**src/rtl/bzs_pkg.sv**
```systemverilog
// ----------------------------------------------------------------------------
// bzs_pkg
// shared types and constants for the cubic bezier subdivider
// ----------------------------------------------------------------------------
package bzs_pkg;

	localparam int BZS_COORD_BITS      = 24;
	localparam int BZS_PARAM_FRAC_BITS = 16;
	localparam int BZS_RESULTS         = 9;

	typedef enum logic [1:0] {
		KIND_FIRST   = 2'd0,
		KIND_SECOND  = 2'd1,
		KIND_TANGENT = 2'd2
	} bzs_kind_t;

endpackage

```
**src/rtl/bzs_ser.sv**
```systemverilog
// ----------------------------------------------------------------------------
// bzs_ser
// result serializer: holds one item's nine results and sends one beat a cycle
// ----------------------------------------------------------------------------
module bzs_ser #(
	parameter int OW = 27
) (
	input  logic                 clk,
	input  logic                 arst_n,
	input  logic                 load,
	input  logic signed [OW-1:0] ld_x [bzs_pkg::BZS_RESULTS],
	input  logic signed [OW-1:0] ld_y [bzs_pkg::BZS_RESULTS],
	input  logic                 ld_straight,
	output logic                 free,
	output logic                 strobe,
	output bzs_pkg::bzs_kind_t   kind,
	output logic [1:0]           point_index,
	output logic signed [OW-1:0] out_x,
	output logic signed [OW-1:0] out_y,
	output logic                 out_straight,
	output logic                 last
);

	import bzs_pkg::*;

	localparam int CNT_W = $clog2(BZS_RESULTS);
	localparam logic [CNT_W-1:0] CNT_LAST = CNT_W'(BZS_RESULTS - 1);

	logic signed [OW-1:0] sx_q [BZS_RESULTS];
	logic signed [OW-1:0] sy_q [BZS_RESULTS];
	logic [CNT_W-1:0]     cnt_q;
	logic                 active_q;
	logic                 straight_q;

	always_ff @(posedge clk or negedge arst_n) begin
		if (!arst_n) begin
			active_q <= 1'b0;
			cnt_q    <= '0;
		end else if (load) begin
			active_q <= 1'b1;
			cnt_q    <= '0;
		end else if (active_q) begin
			cnt_q <= cnt_q + 1'b1;
			if (cnt_q == CNT_LAST) active_q <= 1'b0;
		end
	end

	// shift line, head is the current beat
	always_ff @(posedge clk) begin
		if (load) begin
			sx_q       <= ld_x;
			sy_q       <= ld_y;
			straight_q <= ld_straight;
		end else if (active_q) begin
			for (int i = 0; i < BZS_RESULTS - 1; i++) begin
				sx_q[i] <= sx_q[i+1];
				sy_q[i] <= sy_q[i+1];
			end
		end
	end

	always_comb begin
		if (cnt_q == CNT_LAST) begin
			kind        = KIND_TANGENT;
			point_index = 2'd0;
		end else begin
			kind        = cnt_q[2] ? KIND_SECOND : KIND_FIRST;
			point_index = cnt_q[1:0];
		end
	end

	assign free         = !active_q || (cnt_q == CNT_LAST);
	assign strobe       = active_q;
	assign out_x        = sx_q[0];
	assign out_y        = sy_q[0];
	assign out_straight = straight_q;
	assign last         = (cnt_q == CNT_LAST);

endmodule

```
**config.mk**
```make
export PLATFORM = sky130hd
export DESIGN_NAME = bzs_ser
export DESIGN_NICKNAME = d
export VERILOG_FILES = /design/src/rtl/bzs_pkg.sv /design/src/rtl/bzs_ser.sv
export SDC_FILE = /design/constraint.sdc
export NUM_CORES = 1
export LEC_CHECK = 0
export BUFFER_PORTS_ARGS = -buffer_cell sky130_fd_sc_hd__buf_4
export CAP_MARGIN = 30
export CORE_MARGIN = 5
export CORE_UTILIZATION = 49
export DETAILED_ROUTE_END_ITERATION = 16
export PLACE_DENSITY = 0.75
export REMOVE_ABC_BUFFERS = 1
export SYNTH_ARGS = -nofsm -noshare
export SYNTH_HDL_FRONTEND = slang
export SYNTH_SLANG_ARGS = --single-unit
```
**constraint.sdc**
```tcl
create_clock -name clk -period 9.3 [get_ports clk]
set_input_delay 1.86 -clock clk [delete_from_list [all_inputs] [get_ports clk]]
set_output_delay 1.86 -clock clk [all_outputs]
set_load 0.05 [all_outputs]
```
**Word level (Yosys, flattened, before mapping)**

Index checks and enable logic that the tools add are counted.

- Input port bits: 490
- Word-level logic and storage cells: 38
- Flip-flop bits (word level): 492

- Mux-type cells: 12
- Eq/ne operators: 1
- $add $sub $neg: 1
- Reductions and logical operators: 3

Operators by type and width:

| cell | count |
|---|---|
| 216-bit 2-to-1 mux | 4 |
| 4-bit 2-to-1 mux | 2 |
| 4-bit by 1-bit adder with 4-bit output, second input constant | 1 |
| 4-bit equality test, second input constant | 1 |
| 1-bit 2-to-1 mux | 4 |
| 2-bit 2-to-1 mux | 2 |
| 2-bit nonzero test | 1 |
| 1-bit zero test | 1 |
| 1-bit logical OR | 1 |

**Depth between registers and ports, before layout**

- Depth in word-level cells: 4
- Mapped depth: 5

**Worst setup path before layout**

No wires, ideal clock.

- Path kind: input to register
- Start point: input port load
- End point: register sx_q, in the netlist out_x[0] (enable)
- Path slack: 1.263 ns
- Data arrival time: 7.419 ns
- Cell stages on the path: 4
- Path through: buf_6 > buf_6 > buf_4 > or2_2

- Cells in the longest elaborated chain, start to end: 1

Ends and longest elaborated chain:

| element | line | source |
|---|---|---|
| start: declaration | bzs_ser.sv:10 | `input logic load,` |
| 2-bit nonzero test (no source line) | - |  |
| end signal: assignment | bzs_ser.sv:51 | `sx_q <= ld_x;` |
| end signal: indexed assignment | bzs_ser.sv:56 | `sx_q[i] <= sx_q[i+1];` |
| end: declaration | bzs_ser.sv:29 | `logic signed [OW-1:0] sx_q [BZS_RESULTS];` |

No other way between the ends.
A chain may end at the register's enable or synchronous reset.

**Final worst setup path**

- Start point: input port load
- End point: register sy_q[183] (netlist bit), data pin

- Cells in the longest elaborated chain, start to end: 1

Ends and longest elaborated chain:

| element | line | source |
|---|---|---|
| 216-bit 2-to-1 mux | bzs_ser.sv:50 | `if (load) begin` |
| end signal: assignment | bzs_ser.sv:52 | `sy_q <= ld_y;` |
| end signal: indexed assignment | bzs_ser.sv:57 | `sy_q[i] <= sy_q[i+1];` |
| end: declaration | bzs_ser.sv:30 | `logic signed [OW-1:0] sy_q [BZS_RESULTS];` |

No other way between the ends.

==> run summary <==
### Worst hold path
• end point of the most critical hold path: sy_q[68]$_DFFE_PP_
• Worst Hold Path Cells: 1
• Worst Hold Class: flip-flop to flip-flop
• worst min-delay path startpoint: sy_q[41]$_DFFE_PP_

### Critical path
• required arrival time at the worst endpoint: 9630 ps
• worst path arrival time: 4620 ps
• reg2reg setup slack: 6710 ps
• crit path launch type: primary input
• kind of critical path: primary input to flip-flop
• Max Fanout on Critical Path: 193
• startpoint of the most critical register-to-register path: strobe$_DFF_PN0_
• endpoint of the worst register-to-register path: sx_q[28]$_DFFE_PP_
• worst r2r path cells: 2
• Worst setup EP type: flip-flop

### CTS
• depth of the CTS H-tree: 2
• number of buffers between clock root and the deepest sink: 3
• TritonCTS clock tree: built
• CTS Buf Count: 50
• Clk Latency, worst-skew pair: 580 ps
• clock sink count: 492
• root buffer selected by CTS: sky130_fd_sc_hd__clkbuf_16
• Post-CTS Hold Fix Bufs: 0
• number of gates given a new drive strength after cts: 0
• register clock-pin slew on the reported worst setup and hold paths: 60 ps
• # Post-CTS Setup Buffers: 0

### Route
• violation count after the first detailed-routing iteration: 849
• Via-to-Cell Ratio: 5.072
• number of nets with antenna violations after routing: 0
• number of remaining DRC errors: 0
• Total Wirelength: 47520 um
• detailed-router iteration count before antenna repair: 6
• WL/cell: 22.16 um
• vias after detailed routing: 10879

### Global route
• initial antenna violation count: 9
• pin count of the biggest net entering global routing: 194
• wire length of the first global-routing pass: 69840 um
• vias in the first global route: 11594
• residual overflow from global routing: 0
• global routing usage summed across all routing layers: 19.66%

### Final layout
• fillers: 3004
• fraction of layout cells with a size suffix above 1: 63.52%
• top library cells by usage in the layout, fill and taps aside: sky130_fd_sc_hd__buf_4 (554), sky130_fd_sc_hd__edfxtp_1 (487), sky130_fd_sc_hd__mux2_2 (390)
• area growth from synthesis to layout: 27.08%
• most common library cell in the layout ignoring fill and taps: sky130_fd_sc_hd__buf_4
• Nets: 2049
• combined flip-flop and latch cell area: 0.01475 mm^2
• area of combinational cells with multiple inputs: 0.005006 mm^2
• number of non-filler instances in the completed layout: 2145

### STA
• post-route clock period utilization: 46.11%
• worst-case setup margin in the final layout: 5012 ps
• sum of negative setup slack: 0 ps
• setup repair after global routing missed its margin: false
• Finish-stage setup viols: 0
• highest clock frequency the design can meet: 233.2 MHz
• minimum clock period after layout: 4289 ps
• final max-slew violation count: 0
• clock skew after layout: 26.36 ps
• Slew headroom: 20.54%
• Slew @ Worst Pin: 1192 ps
• final-report hold violation count: 0

### Logic synthesis
• Synth Warn #: 0
• post-synthesis instance area: 0.02072 mm^2
• Mapped Avg Cell Area: 19.70 um^2
• Post-Syn Instances: 1052
• Synth cell types: 22
• register bit count reported by yosys: 492
• sequential-to-total area share from yosys stat: 71.18%

### Placement
• routability cong.: 0.7998
• Placement Setup Slack: 4492 ps
• Placed Cells: 2043
• number of input and output port buffers inserted: 551
• DPL Wire Length: 33760 um

### Die
• horizontal die dimension: 215.6 um
• area of the core: 0.04185 mm^2
• die footprint: 0.04650 mm^2
• initial core utilization: 49.51%
• vertical extent of the die: 215.6 um
• Core Rows: 75
• number of primary I/O pins: 552

### Job
• number of max-capacitance violations reported: 0

### Pwr
• PwrDens: 200.7 mW/mm^2
• maximum resistive drop on vdd: 0.1933 mV
• total power consumption of the routed design: 0.005284 W
• Lkg Pwr: 10.45 nW

### Status
• outcome: complete, no violations

[report_power, final]
part	switching, W	internal (W)	leakage [nW]
sequential	0.0000597	0.00269	5.17
combinational	0.000238	0.000328	4.50
clock	0.000812	0.00115	0.777
total	0.00111	0.00418	10.4
[metal layers]
| metal | global-route usage, % | share of wire [%] | up-vias |
|---|---|---|---|
| met2 | 35.93 | 55 | 315 |
| met5 | 0 | 0.027 | - |
| met4 | 7.425 | 2.8 | 2 |
| met3 | 5.521 | 7.0 | 81 |
| li1 | - | - | 5072 |
| met1 | 21.79 | 36 | 5409 |
[state kept, by name, summed over array words and instances (netlist names)]
| signal | flops |
|---|---|
| sx_q | 216 |
| sy_q | 216 |
| out_x | 27 |
| out_y | 27 |
| cnt_q | 4 |
| out_straight | 1 |
| strobe | 1 |
[through the flow]
| stage | hold WS (ps) | util, % | instance area [um^2] |
|---|---|---|---|
| 2_1_floorplan | 501.3 | - | 19760 |
| 3_3_place_gp | 502.7 | 58.96 | 24670 |
| 3_5_place_dp | 512.1 | 58.96 | 24670 |
| 4_1_cts | 526.1 | 62.80 | 26280 |
| 5_1_grt | 543.3 | 62.91 | 26330 |
| 6_report | 521.9 | 62.91 | 26330 |
[cell usage after synthesis (all sizes together)]
library cell    n  area [um^2]
edfxtp        487        14620
nand3b          2        15.01
a21o            1        7.510
mux2i           1        10.01
a21bo           1        10.01
xnor2           1        8.760
nor2            3        11.26
or2             1        6.260
and2            2        12.51
a21oi           1        5.000
ha              2        25.02
nand4           1        6.260
nand2           1        3.750
dfrtp           5        125.1
inv             3        11.26
clkbuf          2        7.510
mux2          433         4876
buf           104        948.4
nor2b           1        6.260
[critical path, stage by stage]
cell	delay, ps
sky130_fd_sc_hd__buf_8	470
sky130_fd_sc_hd__buf_4	800
sky130_fd_sc_hd__buf_12	640
sky130_fd_sc_hd__mux2_2	430
[layout make-up]
class / instances / share of cell area [%]
repair buffers: 559 / 16.19
clock buffers: 75 / 5.341
well taps: 539 / 2.561
multi-input cells: 451 / 19.01
flip-flops and latches: 492 / 56.02
diodes: 8 / 0.07603
clock inverters: 18 / 0.7651
inverters: 3 / 0.04277
[worst max path at each step]
stage                           to  cells after the start  start  slack [ps]
3_3_place_gp    out_y[0]$_DFFE_PP_                      4   load        4510
4_1_cts        sy_q[112]$_DFFE_PP_                      4   load        5140
6_report       sy_q[183]$_DFFE_PP_                      4   load        5010
2_1_floorplan   out_x[0]$_DFFE_PP_                      1   load        1670
5_1_grt        sy_q[163]$_DFFE_PP_                      4   load        4960
3_5_place_dp   sy_q[112]$_DFFE_PP_                      4   load        4490
[cell families after synthesis]
kind of cell	after synthesis	share of synthesized area, %
compound gates	3	0.1087
buf+inv	109	4.668
fa+ha+maj	2	0.1208
flops	492	71.18
mux	434	23.58
xor+xnor	1	0.04228
simple gates	11	0.2959
No activity file was read; power rests on OpenSTA's default activity.
