==> config.mk <==
export PLATFORM = sky130hd
export DESIGN_NAME = bzs_lerp
export DESIGN_NICKNAME = d
export VERILOG_FILES = /design/src/rtl/bzs_lerp.sv
export SDC_FILE = /design/constraint.sdc
export NUM_CORES = 1
export LEC_CHECK = 0
export ABC_CLOCK_PERIOD_IN_PS = 12580
export BUFFER_PORTS_ARGS = -buffer_cell sky130_fd_sc_hd__buf_2
export CORE_AREA = 2 2 181 183
export DETAILED_ROUTE_END_ITERATION = 7
export DIE_AREA = 0 0 183 185
export HOLD_SLACK_MARGIN = 0.1
export PLACE_DENSITY = 0.77
export SYNTH_ARGS = -nofsm -noshare
export SYNTH_HDL_FRONTEND = slang
export SYNTH_SLANG_ARGS = --single-unit
==> constraint.sdc <==
create_clock -name clk -period 12.58 [get_ports clk]
set_input_delay 2.516 -clock clk [delete_from_list [all_inputs] [get_ports clk]]
set_output_delay 2.516 -clock clk [all_outputs]
set_load 0.01 [all_outputs]
==> src/rtl/bzs_lerp.sv <==
// ----------------------------------------------------------------------------
// bzs_lerp
// two-stage lerp lane: product (q-p)*t, then p plus the rounded product
// ----------------------------------------------------------------------------
module bzs_lerp #(
	parameter int CW = 24,
	parameter int PF = 16
) (
	input  logic                 clk,
	input  logic                 en,
	input  logic signed [CW-1:0] p,
	input  logic signed [CW-1:0] q,
	input  logic        [PF:0]   t,
	output logic signed [CW-1:0] r
);

	localparam int PW = CW + PF + 2;
	localparam logic signed [PW-1:0] HALF = {{(PW-1){1'b0}}, 1'b1} << (PF - 1);

	logic signed [CW:0]   diff;
	logic signed [PF+1:0] ts;
	logic signed [PW-1:0] prod_s1;
	logic signed [PW-1:0] rnd;
	logic signed [CW-1:0] p_s1;

	assign diff = {q[CW-1], q} - {p[CW-1], p};
	assign ts   = {1'b0, t};
	// round to nearest, ties toward +inf
	assign rnd  = (prod_s1 + HALF) >>> PF;

	always_ff @(posedge clk) begin
		if (en) begin
			prod_s1 <= diff * ts;
			p_s1    <= p;
			r       <= p_s1 + rnd[CW-1:0];
		end
	end

endmodule

* After elaboration in Yosys (flattened, before gate mapping)
Cells that the tools add are included.
Operators by class: $add $sub $neg 3, multipliers 1
Operator list (count):
- adder 40 x 17 -> 40 bit (second input constant) | 1
- multiplier 25 x 18 -> 40 bit | 1
- subtractor 24 x 24 -> 25 bit | 1
- adder 24 bit | 1
Word-level totals: register bits after elaboration 88, input bits 67, output and inout port bits 24

* Longest topological paths before layout
Gate-level depths: netlist (run 1).
word-level depth 2, depth in mapped cells 36

* Worst setup path before layout (run 1)
No wires, ideal clock.
path type input to register, start point in q[0], end point reg prod_s1[39], data pin, data arrival time 10041 ps, slack 2271 ps, cell stages on the path 30, buffers on the path 1, cells stage by stage inv_1 > ha_1 > fa_1 > nor2b_2 > o31ai_1 > a21o_1 > a211o_1 > and4_1 > o31ai_2 > a21o_1 > a21oi_2 > xnor2_2 > buf_4 > and2_1 > fa_1 > fa_1 > fa_1 > fa_1 > fa_1 > fa_1 > ha_1 > a21o_1 > a21o_1 > a21o_1 > a21o_1 > a21o_1 > a21o_1 > a21o_1 > o41a_1 > xnor3_1
On the way: longest elaborated chain between the ends 2
RTL lines:
- start, declared | line 12 | input logic signed [CW-1:0] q,
- subtractor 24 x 24 -> 25 bit | line 26 | assign diff = {q[CW-1], q} - {p[CW-1], p};
- multiplier 25 x 18 -> 40 bit | line 33 | prod_s1 <= diff * ts;
- end signal, assigned | line 33
- end, declared | line 22 | logic signed [PW-1:0] prod_s1;
Every way passes these cells. A chain may end at the register's enable or synchronous reset.

* Worst setup path after layout (run 1)
start point in p[2], end point reg prod_s1[39], data pin
On the way: longest elaborated chain between the ends 2
RTL lines:
- start, declared | line 11 | input logic signed [CW-1:0] p,
- subtractor 24 x 24 -> 25 bit | line 26
- multiplier 25 x 18 -> 40 bit | line 33
Every way passes these cells.

==> impl_metrics.env, run 1 <==
export IMPL_run_status="completed"
export IMPL_cts_buffer_depth=2
export IMPL_path_max_fanout=16
export IMPL_hold_violations=0
export IMPL_die_area_mm2=0.0339
export IMPL_yosysTopAreaCell="fa_1"
export IMPL_insertion_delay_ns=0.35
export IMPL_synth_area_mm2=0.0189
export IMPL_r2r_start="prod_s1[15]$_DFFE_PP_"
export IMPL_path_clk_slew_ns=0.07
export IMPL_crit_top_cell="a21o_1"
export IMPL_grt_max_degree=74
export IMPL_synth_top_flop_cell="edfxtp_1"
export IMPL_portBuffers=90
export IMPL_initialDrtViolationCount=851
export IMPL_crit_type="input pin to flop"
export IMPL_r2r_slack_ns=8.78
export IMPL_timing_final_crit_share=0.885
export IMPL_ys_warn_count=0
export IMPL_async_reset_ff_frac=0
export IMPL_io_pins=91
export IMPL_overflow=0
export IMPL_postSynthNetCount=2594
export IMPL_cts_sinks=73
export IMPL_core_area_mm2=0.0320
export IMPL_root_buffer="clkbuf_16"
export IMPL_initial_utilization=0.589
export IMPL_r2r_end="r[22]$_DFFE_PP_"
export IMPL_period_needed_ns=11.14
export IMPL_netlist_top_cells_area="fa_1 (42%), edfxtp_1 (12%), inv_1 (9.6%)"
export IMPL_regArea_mm2=0.00219
export IMPL_fmax_ghz=0.0898
export IMPL_layout_setup_ws_ns=1.44
export IMPL_hp_start="p_s1[0]$_DFFE_PP_"
export IMPL_track_usage=0.280
export IMPL_max_slew_margin_rel=0.227
export IMPL_cp_endpoint="prod_s1[39]$_DFFE_PP_"
export IMPL_routedWlPerCell_um=18.2
export IMPL_area_growth_pct=6.25
export IMPL_cts_hold_fix_buffers=0
export IMPL_htree_num_levels=3
export IMPL_multiInputGateArea_mm2=0.0147
export IMPL_dpl_hpwl_mm=34.6
export IMPL_fin_nets=2646
export IMPL_cp_start_kind="input pin"
export IMPL_grt_pass1_wl_mm=73.9
export IMPL_fin_tns_setup_ns=0
export IMPL_drive_above_1_share=0.0777
export IMPL_die_w_um=183
export IMPL_gp_congestion=0.871
export IMPL_cts_buffers=9
export IMPL_tightest_slew_ns=1.15
export IMPL_drv_cap=0
export IMPL_final_max_slew_viol_count=0
export IMPL_via_count=13494
export IMPL_rsz0062_at_grt="false"
export IMPL_rows=66
export IMPL_setup_viol=0
export IMPL_first_global_vias=14936
export IMPL_post_cts_buffers=0
export IMPL_n_fill_cell=2583
export IMPL_hold_class="flop to flop"
export IMPL_synth_enable_flop_cells=73
export IMPL_cts_resized=0
export IMPL_syn_mean_instance_area_um2=9.49
export IMPL_arrival_ns=11.23
export IMPL_synth_cells=1989
export IMPL_cp_startpoint="p[2]"
export IMPL_cts_tree="yes"
export IMPL_drtPass1Iterations=5
export IMPL_antenna_found_initial=1
export IMPL_synth_top_area_share=0.420
export IMPL_wl_mm=44.6
export IMPL_drc=0
export IMPL_synth_cell_types=62
export IMPL_worst_path_max_delay_cell="nor2_1"
export IMPL_die_h_um=185
export IMPL_yosysMostFrequentCell="inv_1"
export IMPL_antenna_left=0
export IMPL_seq_area_frac_synth=0.116
export IMPL_slowest_delay_ns=0.80
export IMPL_synthTopCellsByCount="inv_1 (485), fa_1 (396), nand2_1 (236)"
export IMPL_pre_cts_slack_ns=1.12
export IMPL_worstSetupEndpointType="flop"
export IMPL_finClkSkew_ns=0.0126
export IMPL_via_per_inst=5.50
export IMPL_ys_ff_latch=73
export IMPL_worst_r2r_path_depth=13
export IMPL_worstPathRequired_ns=12.67
per-layer routing:
| layer | GRT usage | part of all wire | vias to the layer above |
|---|---|---|---|
| met1 | 0.366 | 0.40 | 6825 |
| met4 | 0.0851 | 0.028 | 0 |
| met3 | 0.0503 | 0.083 | 89 |
| met2 | 0.481 | 0.49 | 539 |
| met5 | 0 | 0 | - |
| li1 | - | - | 6041 |
cell families after synthesis:
kind of cell	after synthesis	share of synthesized area
XOR/XNOR	105	0.0502
flip-flops	73	0.116
AND/OR/NAND/NOR	574	0.154
adder cells (fa/ha/maj)	538	0.514
buffers and inverters	548	0.110
AO/OA/AOI/OAI	151	0.0560
registers in the layout (all words and copies together) (netlist names):
register / flops
prod_s1: 25
p_s1: 24
r: 24
area by class of cell:
cell class	count	area share
multi-input combinational	1368	0.732
sequential	73	0.109
inverter	485	0.0908
timing repair buffer	104	0.0278
tap	408	0.0254
clock buffer	9	0.0112
clock inverter	7	0.00318
antenna	1	0.000125
worst min path at each step:
stage                     end  slack (ns)  depth (start not counted)
2_1_floorplan  r[0]$_DFFE_PP_        0.53                          1
3_3_place_gp   r[0]$_DFFE_PP_        0.56                          1
3_5_place_dp   r[0]$_DFFE_PP_        0.57                          1
4_1_cts        r[0]$_DFFE_PP_        0.61                          1
5_1_grt        r[0]$_DFFE_PP_        0.62                          1
6_report       r[0]$_DFFE_PP_        0.60                          1
stage by stage:
step	cells	hold slack (ns)	cell area [µm²]	utilization
floorplan	1989	0.526	18900	-
global placement	2438	0.563	19800	0.617
detailed placement	2438	0.569	19800	0.617
CTS	2454	0.607	20100	0.626
global route	2454	0.617	20100	0.626
finish	2455	0.597	20100	0.626
cell usage in the layout (no fill, tap or decap), drive strengths merged, types with 9 or more instances in the layout:
cell type,n
nor2,39
and2,189
nand3,20
nand2,236
inv,488
nor2b,36
fa,396
o21ai,20
xor2,26
clkbuf,9
edfxtp,73
buf,104
o21a,11
ha,142
a21o,28
nand2b,14
nor3,9
and3,10
xnor2,78
a21oi,46
worst max-delay path, delay by kind of cell:
kind | cells | cell delay (ns)
and+or+nand+nor | 5 | 1.68
AOI/OAI and AO/OA | 11 | 2.51
buffers and inverters | 3 | 0.27
adders and majority gates | 8 | 3.89
xor gates and xnor gates | 1 | 0.35
Power of run 1 is left out: the tool's default activity adds up to more than one toggle a clock period on the data nets, which glitch-free logic cannot reach.
==> run 2, diff against run 1 <==
- ABC_AREA: unset -> 1
- CAP_MARGIN: unset -> 20
- CORE_AREA: 2 2 181 183 -> 2 2 187 189
- DIE_AREA: 0 0 183 185 -> 0 0 189 191
==> impl_metrics.env, run 2 <==
export IMPL_run_status="finished with violations"
export IMPL_violations="DRC"
export IMPL_layout_common_cells="inv_1 (623), nand2_1 (427), fa_1 (396), nor2_1 (299), ha_1 (142)"
export IMPL_drive_above_1_share=0.0656
export IMPL_yosysTopAreaCell="fa_1"
export IMPL_placed_area_mm2=0.0210
export IMPL_synth_top_family_by_area="adder cells"
export IMPL_arrival_ns=10.61
export IMPL_n_fill_cell=2972
export IMPL_async_reset_ff_frac=0
export IMPL_rsz0062_at_grt="false"
export IMPL_worst_r2r_path_depth=18
export IMPL_r2r_end="r[22]$_DFFE_PP_"
export IMPL_final_common_cell="inv_1"
export IMPL_ys_warn_count=0
export IMPL_ys_ff_latch=73
export IMPL_multiInputGateArea_mm2=0.0153
export IMPL_seq_area_frac_synth=0.109
export IMPL_post_cts_buffers=0
export IMPL_worstPathRequired_ns=12.65
export IMPL_fin_area_mm2=0.0213
export IMPL_die_h_um=191
export IMPL_die_w_um=189
export IMPL_rows=68
export IMPL_overflow=0
export IMPL_hold_class="flop to flop"
export IMPL_hp_start="p_s1[0]$_DFFE_PP_"
export IMPL_yosys_area_share_adder=0.482
export IMPL_drtPass1Iterations=8
export IMPL_antenna_found_initial=1
export IMPL_fmax_ghz=0.0949
export IMPL_cts_buffers=9
export IMPL_crit_type="input pin to flop"
export IMPL_cts_resized=0
export IMPL_drv_cap=0
export IMPL_wl_mm=59.3
export IMPL_gp_congestion=0.972
export IMPL_r2r_start="prod_s1[15]$_DFFE_PP_"
export IMPL_synth_top_flop_cell="edfxtp_1"
export IMPL_yosysMostFrequentCell="inv_1"
export IMPL_period_needed_ns=10.54
export IMPL_insertion_delay_ns=0.34
export IMPL_setup_viol=0
export IMPL_core_area_mm2=0.0341
export IMPL_max_slew_margin_rel=0.197
export IMPL_synth_simple_area_share=0.195
export IMPL_regMostFlops="prod_s1"
export IMPL_largest_reg_flops=25
export IMPL_tightest_slew_ns=1.20
export IMPL_track_usage=0.340
export IMPL_io_pins=91
export IMPL_first_global_vias=17793
export IMPL_synth_compound_area_frac=0.0471
export IMPL_synth_mux_area_frac=0
export IMPL_synth_cell_types=52
export IMPL_syn_mean_instance_area_um2=8.14
export IMPL_root_buffer="clkbuf_16"
export IMPL_synth_area_mm2=0.0201
export IMPL_die_area_mm2=0.0361
export IMPL_cts_hold_fix_buffers=0
export IMPL_min_path_cells=1
export IMPL_cts_sinks=73
export IMPL_postSynthNetCount=3078
export IMPL_portBuffers=90
export IMPL_htree_num_levels=3
export IMPL_regArea_mm2=0.00219
export IMPL_cts_tree="yes"
export IMPL_fin_nets=3131
export IMPL_finClkSkew_ns=0.00609
export IMPL_slowest_delay_ns=0.94
export IMPL_cp_start_kind="input pin"
export IMPL_worstSetupEndpointType="flop"
export IMPL_top_regs="prod_s1 (25), p_s1 (24), r (24)"
export IMPL_r2r_slack_ns=8.86
export IMPL_hold_path_end="r[0]$_DFFE_PP_"
export IMPL_synthXorXnorAreaFrac=0.0369
export IMPL_final_max_slew_viol_count=0
export IMPL_netlist_top_cells_area="fa_1 (39%), inv_1 (12%), edfxtp_1 (11%)"
export IMPL_antenna_left=0
export IMPL_path_clk_slew_ns=0.06
export IMPL_via_count=16731
export IMPL_grt_max_degree=74
export IMPL_worst_path_max_delay_cell="xor2_2"
export IMPL_initial_utilization=0.590
export IMPL_path_max_fanout=17
export IMPL_grt_pass1_wl_mm=93.7
export IMPL_timing_final_crit_share=0.838
export IMPL_cts_buffer_depth=2
export IMPL_dpl_hpwl_mm=49.0
export IMPL_drc=2
export IMPL_initialDrtViolationCount=1360
export IMPL_area_growth_pct=5.81
export IMPL_synth_enable_flop_cells=73
export IMPL_fin_tns_setup_ns=0
export IMPL_hold_violations=0
export IMPL_synth_cells=2473
export IMPL_routedWlPerCell_um=19.9
export IMPL_synthTopCellsByCount="inv_1 (623), nand2_1 (427), fa_1 (396)"
export IMPL_synth_top_area_share=0.394
export IMPL_via_per_inst=5.60
[run 2: changes by cell type in the layout (fill, tap and decap cells not counted), sizes merged, moves of 36 or more]
cell   before  now
inv       488  624
xnor2      78   19
nor2b      36    0
nor2       39  303
a21oi      46   82
nand3      20  110
and2      189    1
nand2     236  442
[run 2: metal layers]
metal  up-vias  global-route usage  part of all wire
met5         -                   0                 0
met4         0               0.128             0.043
met3       186              0.0799              0.10
met2       893               0.570              0.47
met1      8195               0.429              0.39
li1       7457                   -                 -
[run 2: kinds of logic after synthesis]
| family | after synthesis |
|---|---|
| adders and majority gates | 538 |
| and+or+nand+nor | 929 |
| AOI/OAI and AO/OA | 165 |
| DFF | 73 |
| buffers and inverters | 688 |
| xor gates and xnor gates | 80 |
[run 2: how the worst max path moves through the flow]
stage               from                    end  slack, ns  cells after the start
floorplan           q[0]  prod_s1[34]$_DFFE_PP_       3.73                     32
global placement    p[7]  prod_s1[27]$_DFFE_PP_       1.83                     32
detailed placement  p[7]  prod_s1[27]$_DFFE_PP_       1.80                     32
CTS                 p[7]  prod_s1[27]$_DFFE_PP_       2.12                     32
global route        p[7]  prod_s1[27]$_DFFE_PP_       1.84                     34
finish              p[7]  prod_s1[27]$_DFFE_PP_       2.04                     32
[run 2: final cells by class]
type / count / share of cell area
Clock inverter: 6 / 0.00499
Timing Repair Buffer: 99 / 0.0243
Tap cell: 455 / 0.0267
Sequential cell: 73 / 0.103
Multi-Input combinational cell: 1712 / 0.719
Inverter: 631 / 0.111
Clock buffer: 10 / 0.0108
Antenna cell: 1 / 0.000118
[run 2: stage by stage]
| step | utilization | hold WS [ns] | cells | setup slack, ns |
|---|---|---|---|---|
| floorplan | - | 0.526 | 2473 | 3.73 |
| global placement | 0.614 | 0.555 | 2970 | 1.83 |
| detailed placement | 0.614 | 0.555 | 2970 | 1.80 |
| CTS | 0.624 | 0.586 | 2986 | 2.12 |
| global route | 0.624 | 0.611 | 2987 | 1.84 |
| finish | 0.624 | 0.575 | 2987 | 2.04 |
[run 2: critical path, delay by kind of cell]
kind | cells | cell delay, ns
adder cells (fa/ha/maj) | 8 | 3.85
AO/OA/AOI/OAI | 8 | 1.72
XOR/XNOR | 2 | 1.12
AND/OR/NAND/NOR | 7 | 0.94
buffers and inverters | 7 | 0.46
Power of run 2 is left out for the same reason.
